==> src/hdl/flse_pkg.sv <==
// ----------------------------------------------------------------------------
// flse_pkg: shared types and constants for the log sample encoder.
// Holds representation codes, field widths and the channel payload types.
// ----------------------------------------------------------------------------
package flse_pkg;

  // Representation codes.
  localparam logic [7:0] REP_F32 = 8'd68;
  localparam logic [7:0] REP_I32 = 8'd73;
  localparam logic [7:0] REP_I16 = 8'd79;

  // IEEE-754 field masks and special exponents.
  localparam logic [31:0] MANT_MASK = 32'h007F_FFFF;
  localparam logic [31:0] SIGN_BIT  = 32'h8000_0000;
  localparam logic [7:0]  EXP_ONE   = 8'd127;
  localparam logic [7:0]  EXP_MAX   = 8'd255;

  // Input item.
  typedef struct packed {
    logic [31:0] sample_bits;
    logic [7:0]  rep_code;
    logic        last_sample;
  } in_item_t;

  // Result item.
  typedef struct packed {
    logic [31:0] code_word;
    logic [2:0]  byte_count;
    logic        saturated;
    logic        last_out;
  } out_item_t;

endpackage

==> src/hdl/flse_in_if.sv <==
// ----------------------------------------------------------------------------
// flse_in_if: sample input channel.
// Valid/ready handshake carrying one sample word per transfer.
// ----------------------------------------------------------------------------
interface flse_in_if;
  logic               valid;
  logic               ready;
  flse_pkg::in_item_t data;

  modport source (output valid, output data, input ready);
  modport sink   (input valid, input data, output ready);
endinterface

==> src/hdl/flse_out_if.sv <==
// ----------------------------------------------------------------------------
// flse_out_if: encoded result channel.
// Valid/ready handshake carrying one encoded word per transfer.
// ----------------------------------------------------------------------------
interface flse_out_if;
  logic                valid;
  logic                ready;
  flse_pkg::out_item_t data;

  modport source (output valid, output data, input ready);
  modport sink   (input valid, input data, output ready);
endinterface

==> src/hdl/flse_convert.sv <==
// ----------------------------------------------------------------------------
// flse_convert: combinational sample conversion.
// Turns one single-precision pattern into the coded bytes for a given code.
// ----------------------------------------------------------------------------
module flse_convert (
  input  flse_pkg::in_item_t  item,
  output flse_pkg::out_item_t result
);

  logic [7:0]  e;
  logic        neg;
  logic [23:0] sig;
  logic [22:0] f;
  logic        tiny;
  logic        over;
  logic [31:0] mag;
  logic [4:0]  sh;
  logic [31:0] f68;
  logic        f68_sat;
  logic [32:0] lim;
  logic [31:0] ival;
  logic        isat;
  logic [32:0] mag_x;

  always_comb begin
    e    = item.sample_bits[30:23];
    neg  = item.sample_bits[31];
    sig  = {1'b1, item.sample_bits[22:0]};
    f    = sig[23:1];

    // Code 68 log float.
    f68_sat = 1'b0;
    if (e == 8'd0) begin
      f68 = '0;
    end else if (e >= 8'd254) begin
      f68_sat = 1'b1;
      f68 = neg ? (flse_pkg::SIGN_BIT | 32'd1) : ~flse_pkg::SIGN_BIT;
    end else if (!neg) begin
      f68 = {1'b0, 8'(e + 8'd2), f};
    end else begin
      f68 = flse_pkg::SIGN_BIT | {1'b0, 8'(8'd253 - e), 23'(23'd0 - f)};
    end

    // Truncated integer magnitude; exponents 127..158 fit a 32-bit shift.
    tiny = (e < flse_pkg::EXP_ONE);
    over = (e == flse_pkg::EXP_MAX) || (e >= 8'd159);
    sh   = 5'(e - flse_pkg::EXP_ONE);
    if (tiny || over) begin
      mag = '0;
    end else if (e < 8'd150) begin
      mag = {8'd0, sig} >> 5'(8'd150 - e);
    end else begin
      mag = {8'd0, sig} << 5'(sh - 5'd23);
    end
    mag_x = {1'b0, mag};

    // Limit for the selected width, then clamp and negate.
    case (item.rep_code)
      flse_pkg::REP_I32: lim = 33'h1_0000_0000 >> 1;
      flse_pkg::REP_I16: lim = 33'd32768;
      default:           lim = 33'd128;
    endcase
    isat = 1'b0;
    if (!neg) begin
      if (over || mag_x > lim - 33'd1) begin
        mag_x = lim - 33'd1;
        isat = 1'b1;
      end
      ival = mag_x[31:0];
    end else begin
      if (over || mag_x > lim) begin
        mag_x = lim;
        isat = 1'b1;
      end
      ival = 32'(33'd0 - mag_x);
    end

    // Select code word and count.
    result.last_out = item.last_sample;
    case (item.rep_code)
      flse_pkg::REP_F32: begin
        result.code_word  = f68;
        result.byte_count = 3'd4;
        result.saturated  = f68_sat;
      end
      flse_pkg::REP_I32: begin
        result.code_word  = ival;
        result.byte_count = 3'd4;
        result.saturated  = isat;
      end
      flse_pkg::REP_I16: begin
        result.code_word  = {ival[15:0], 16'd0};
        result.byte_count = 3'd2;
        result.saturated  = isat;
      end
      default: begin
        result.code_word  = {ival[7:0], 24'd0};
        result.byte_count = 3'd1;
        result.saturated  = isat;
      end
    endcase
  end

endmodule

==> src/hdl/float_to_log_sample_encoder.sv <==
// ----------------------------------------------------------------------------
// float_to_log_sample_encoder: single-precision to log-format sample encoder.
// Registers each sample, converts it in one pass and holds the result word.
//
//   channel  dir  contents
//   in_ch    in   sample_bits, rep_code, last_sample
//   out_ch   out  code_word, byte_count, saturated, last_out
//
// A word accepted at the input is held in the input register, converted,
// and loaded into the result register when the result register is empty
// or being drained; a stalled output holds it in the input register.
// Throughput is one sample per cycle (single conversion pass) unless stalled.
// Reset empties both the input and result registers.
// A stalled output holds its word; the pipeline advances only where it can.
// ----------------------------------------------------------------------------
module float_to_log_sample_encoder (
  input logic       clk,
  input logic       rst,
  flse_in_if.sink   in_ch,
  flse_out_if.source out_ch
);

  flse_pkg::in_item_t  in_reg;
  logic                in_vld;
  flse_pkg::out_item_t conv;
  flse_pkg::out_item_t out_reg;
  logic                out_vld;
  logic                adv;

  // Stage advances when the result register is empty or being drained.
  assign adv         = !out_vld || out_ch.ready;
  assign in_ch.ready = !in_vld || adv;

  flse_convert u_conv (
    .item   (in_reg),
    .result (conv)
  );

  // Input register.
  always_ff @(posedge clk) begin
    if (rst) begin
      in_vld <= 1'b0;
    end else if (in_ch.ready) begin
      in_vld <= in_ch.valid;
    end
    if (in_ch.ready && in_ch.valid) begin
      in_reg <= in_ch.data;
    end
  end

  // Result register.
  always_ff @(posedge clk) begin
    if (rst) begin
      out_vld <= 1'b0;
    end else if (adv) begin
      out_vld <= in_vld;
    end
    if (adv && in_vld) begin
      out_reg <= conv;
    end
  end

  assign out_ch.valid = out_vld;
  assign out_ch.data  = out_reg;

endmodule
==> src/flat_wrapper.sv <==
// flat-port wrapper written by rule: the top's interface ports become plain ports
module float_to_log_sample_encoder_flat 
  (clk, rst, in_ch_valid, in_ch_data, in_ch_ready, out_ch_valid, out_ch_data, out_ch_ready);
  flse_in_if in_ch_i ();
  flse_out_if out_ch_i ();
  input logic clk;
  input logic rst;
  input wire logic [$bits(in_ch_i.valid)-1:0] in_ch_valid;
  input wire logic [$bits(in_ch_i.data)-1:0] in_ch_data;
  output wire logic [$bits(in_ch_i.ready)-1:0] in_ch_ready;
  output wire logic [$bits(out_ch_i.valid)-1:0] out_ch_valid;
  output wire logic [$bits(out_ch_i.data)-1:0] out_ch_data;
  input wire logic [$bits(out_ch_i.ready)-1:0] out_ch_ready;
  assign in_ch_i.valid = in_ch_valid;
  assign in_ch_i.data = in_ch_data;
  assign in_ch_ready = in_ch_i.ready;
  assign out_ch_valid = out_ch_i.valid;
  assign out_ch_data = out_ch_i.data;
  assign out_ch_i.ready = out_ch_ready;
  float_to_log_sample_encoder u_core (.clk(clk), .rst(rst), .in_ch(in_ch_i), .out_ch(out_ch_i));
endmodule
==> config.mk <==
export PLATFORM = sky130hd
export DESIGN_NAME = float_to_log_sample_encoder_flat
export DESIGN_NICKNAME = d
export VERILOG_FILES = /design/src/hdl/flse_pkg.sv /design/src/hdl/flse_in_if.sv /design/src/hdl/flse_out_if.sv /design/src/hdl/flse_convert.sv /design/src/hdl/float_to_log_sample_encoder.sv /design/src/flat_wrapper.sv
export SDC_FILE = /design/constraint.sdc
export NUM_CORES = 1
export LEC_CHECK = 0
export CORE_ASPECT_RATIO = 1.4
export CORE_UTILIZATION = 30
export CTS_CLUSTER_DIAMETER = 40
export DETAILED_ROUTE_END_ITERATION = 8
export DONT_BUFFER_PORTS = 1
export GPL_TIMING_DRIVEN = 0
export RECOVER_POWER = 25
export SKIP_CTS_REPAIR_TIMING = 1
export SLEW_MARGIN = 10
export SYNTH_ARGS = -nofsm -noshare
export SYNTH_HDL_FRONTEND = slang
export SYNTH_SLANG_ARGS = --single-unit
==> constraint.sdc <==
create_clock -name clk -period 10.9 [get_ports clk]
set_input_delay 2.18 -clock clk [delete_from_list [all_inputs] [get_ports clk]]
set_output_delay 2.18 -clock clk [all_outputs]
set_load 0.02 [all_outputs]
==> reports/metrics.cfg <==
[synth]
avgSynthCellArea_sq_um=8.81
syn_area_sq_um=10100
synth_top_cell_by_area=edfxtp_1
synthCells=1151
synthFlopType=edfxtp_1
ys_seq_area_share_pct=23.5
yosysWarnings=0
syn_nets=1231
synthDistinctLibCells=99
ys_top_cells_by_area=edfxtp_1, mux4_2, mux2i_1
synthArstFlopShare_pct=0
ys_seq_elements=80
synth_edf_count=78
synth_top_area_share_pct=23.1

[worst_setup_path]
critical_path_class=reg -> reg
r2r_slack_ps=1730
crit_path_max_incr_delay_ps=1110
worstPathArrival_ps=9260
critical_path.startpoint=u_core.in_reg[33]$_DFFE_PP_
worst_path_most_repeated_cell=a21o_1
required_ps=10980
crit_path_max_fanout=11
slowest_stage=a221oi_1
cp-endpoint=u_core.out_ch.data[35]$_DFFE_PP_
rr_startpoint=u_core.in_reg[33]$_DFFE_PP_
startpoint_type=flip-flop
end_kind=flip-flop
rr_worst_depth=26
r2r_end=u_core.out_ch.data[35]$_DFFE_PP_

[power]
p_per_area_nw_per_um2=112
total_power_uw=1240
p_leak_uw=0.00400
peakVddDrop_mv=0.0741

[clocking]
cts_tree=built
h-tree-depth=3
insertion_delay_ps=360
cts.path.max_buffers=2
numCtsBuffers=9
clk_pin_slew_ps=70
clkSinkCount=80
cts-root-buf=clkbuf_16

[final_layout]
drive_above_1_share_pct=14.7
multiInputGateArea_sq_um=7140
final_nets=1245
area_growth_syn_to_layout_pct=9.11
n_antenna_cell=0
largest_reg_flops=41
seqCellArea_sq_um=2380
layout_common_cells=nand2_1, edfxtp_1, nor2_1
nFillCells=3560
stdcell_count=1615
layout_commonest_cell=nand2_1

[route]
vias=10600
drc=0
via_per_inst=6.58
ant_nets=0
routedWlPerCell_um=30.2
wirelength_mm=48.8
first_pass_iters=8
drtIter0Drc=1293

[sta]
setup_violations=0
finalHoldViolations=0
slew_viol_final=0
tightestPinTransition_ps=1340
rsz0062_at_grt=no
final.setup.tns_ps=0
skew_ps=12.3
period_needed_ps=9170
slew_headroom_pct=10.5
timing.final.crit_share_pct=84.2
fmax_ghz=0.109

[placement]
dp_cells=1599
gp_congestion=1.04
post-dp-hpwl_mm=38.7
port_buffers=0

[global_route]
grt_max_degree=38
grt-ovfl-total=0
grt_use_total_pct=28.3
grt_pass1_wl_mm=69.9
first_global_vias=10200
antenna_found_initial=0

[run_status]
run_status=completed

[floorplanning]
initial_core_util_pct=30.5
die_h_um=219
die_x_um=157
die-area_sq_um=34500
rows=79
ios=84
coreArea_sq_um=33200

[worst_hold_path]
hold_path_class=reg -> reg

[run]
maxCapViolCount=0

-- worst min-delay path by stage --
stage | start | to | slack, ps | cells past startpoint
after floorplan | u_core.in_reg[0]$_DFFE_PP_ | u_core.out_ch.data[0]$_DFFE_PP_ | 400 | 0
after global routing | u_core.in_reg[0]$_DFFE_PP_ | u_core.out_ch.data[0]$_DFFE_PP_ | 430 | 0
after detailed placement | u_core.in_reg[0]$_DFFE_PP_ | u_core.out_ch.data[0]$_DFFE_PP_ | 420 | 0
final | u_core.in_reg[0]$_DFFE_PP_ | u_core.out_ch.data[0]$_DFFE_PP_ | 430 | 0
after CTS | u_core.in_reg[0]$_DFFE_PP_ | u_core.out_ch.data[0]$_DFFE_PP_ | 440 | 0
after global placement | u_core.in_reg[0]$_DFFE_PP_ | u_core.out_ch.data[0]$_DFFE_PP_ | 410 | 0
-- critical path: cells and delay by family, from the launching register on --
| family | cells | cell delay (ps) |
|---|---|---|
| muxes | 1 | 300 |
| buffers and inverters | 6 | 1940 |
| AOI/OAI and AO/OA | 15 | 4790 |
| DFF | 1 | 600 |
| adders and majority gates | 2 | 590 |
| and+or+nand+nor | 2 | 640 |
-- power by group --
part	internal [uW]	switching [uW]
clock network	185	132
registers	357	21.1
logic	190	355
-- metal layers --
metal / routed length, um / part of all wire [%] / vias up / GRT usage (%)
met1: 17700 / 36 / 5158 / 32.0
met5: 0 / 0 / - / 0
met3: 3480 / 7.1 / 208 / 4.64
met4: 4120 / 8.4 / 0 / 20.9
li1: - / - / 4546 / -
met2: 23400 / 48 / 709 / 47.8
-- final cells by class --
type | instances | area share, %
multi-input combinational | 938 | 64.6
sequential | 80 | 21.5
tap | 445 | 5.04
buffer | 101 | 4.56
clock buffer | 11 | 2.20
inverter | 32 | 1.09
clock inverter | 5 | 0.566
timing repair buffer | 3 | 0.430
-- cells in the mapped netlist (15+ instances only) --
cell type	instances
nand2_1	107
edfxtp_1	78
nor2_1	75
a21oi_1	67
o21ai_0	67
clkbuf_1	62
mux2i_1	48
mux4_2	45
nand3_1	42
ha_1	35
nor3_1	33
mux2_2	29
inv_1	25
a211oi_1	23
xnor2_1	22
buf_2	21
or3_1	21
a221oi_1	18
a21o_1	17
o22ai_1	17
nand4_1	15
-- through the flow --
step	hold WS, ps	util, %	area, sq um	worst slack [ps]
finish	433	33.3	11100	1730
global route	435	33.3	11100	1780
CTS	435	33.3	11100	2030
detailed placement	419	32.4	10800	2040
global placement	406	32.2	10700	1480
floorplan	400	-	10100	4510
-- logic make-up (layout without fill, tap and decap cells) --
| group | count (synthesis) | after routing | share of synthesized area (%) |
|---|---|---|---|
| and+or+nand+nor | 379 | 379 | 18.6 |
| AOI/OAI and AO/OA | 372 | 372 | 26.6 |
| buffers and inverters | 133 | 152 | 6.15 |
| muxes | 124 | 124 | 18.2 |
| DFF | 80 | 80 | 23.5 |
| adders and majority gates | 35 | 35 | 4.32 |
| xor gates and xnor gates | 27 | 27 | 2.56 |
| other | 1 | 1 | 0.0370 |
(Power assumes the default switching activity.)
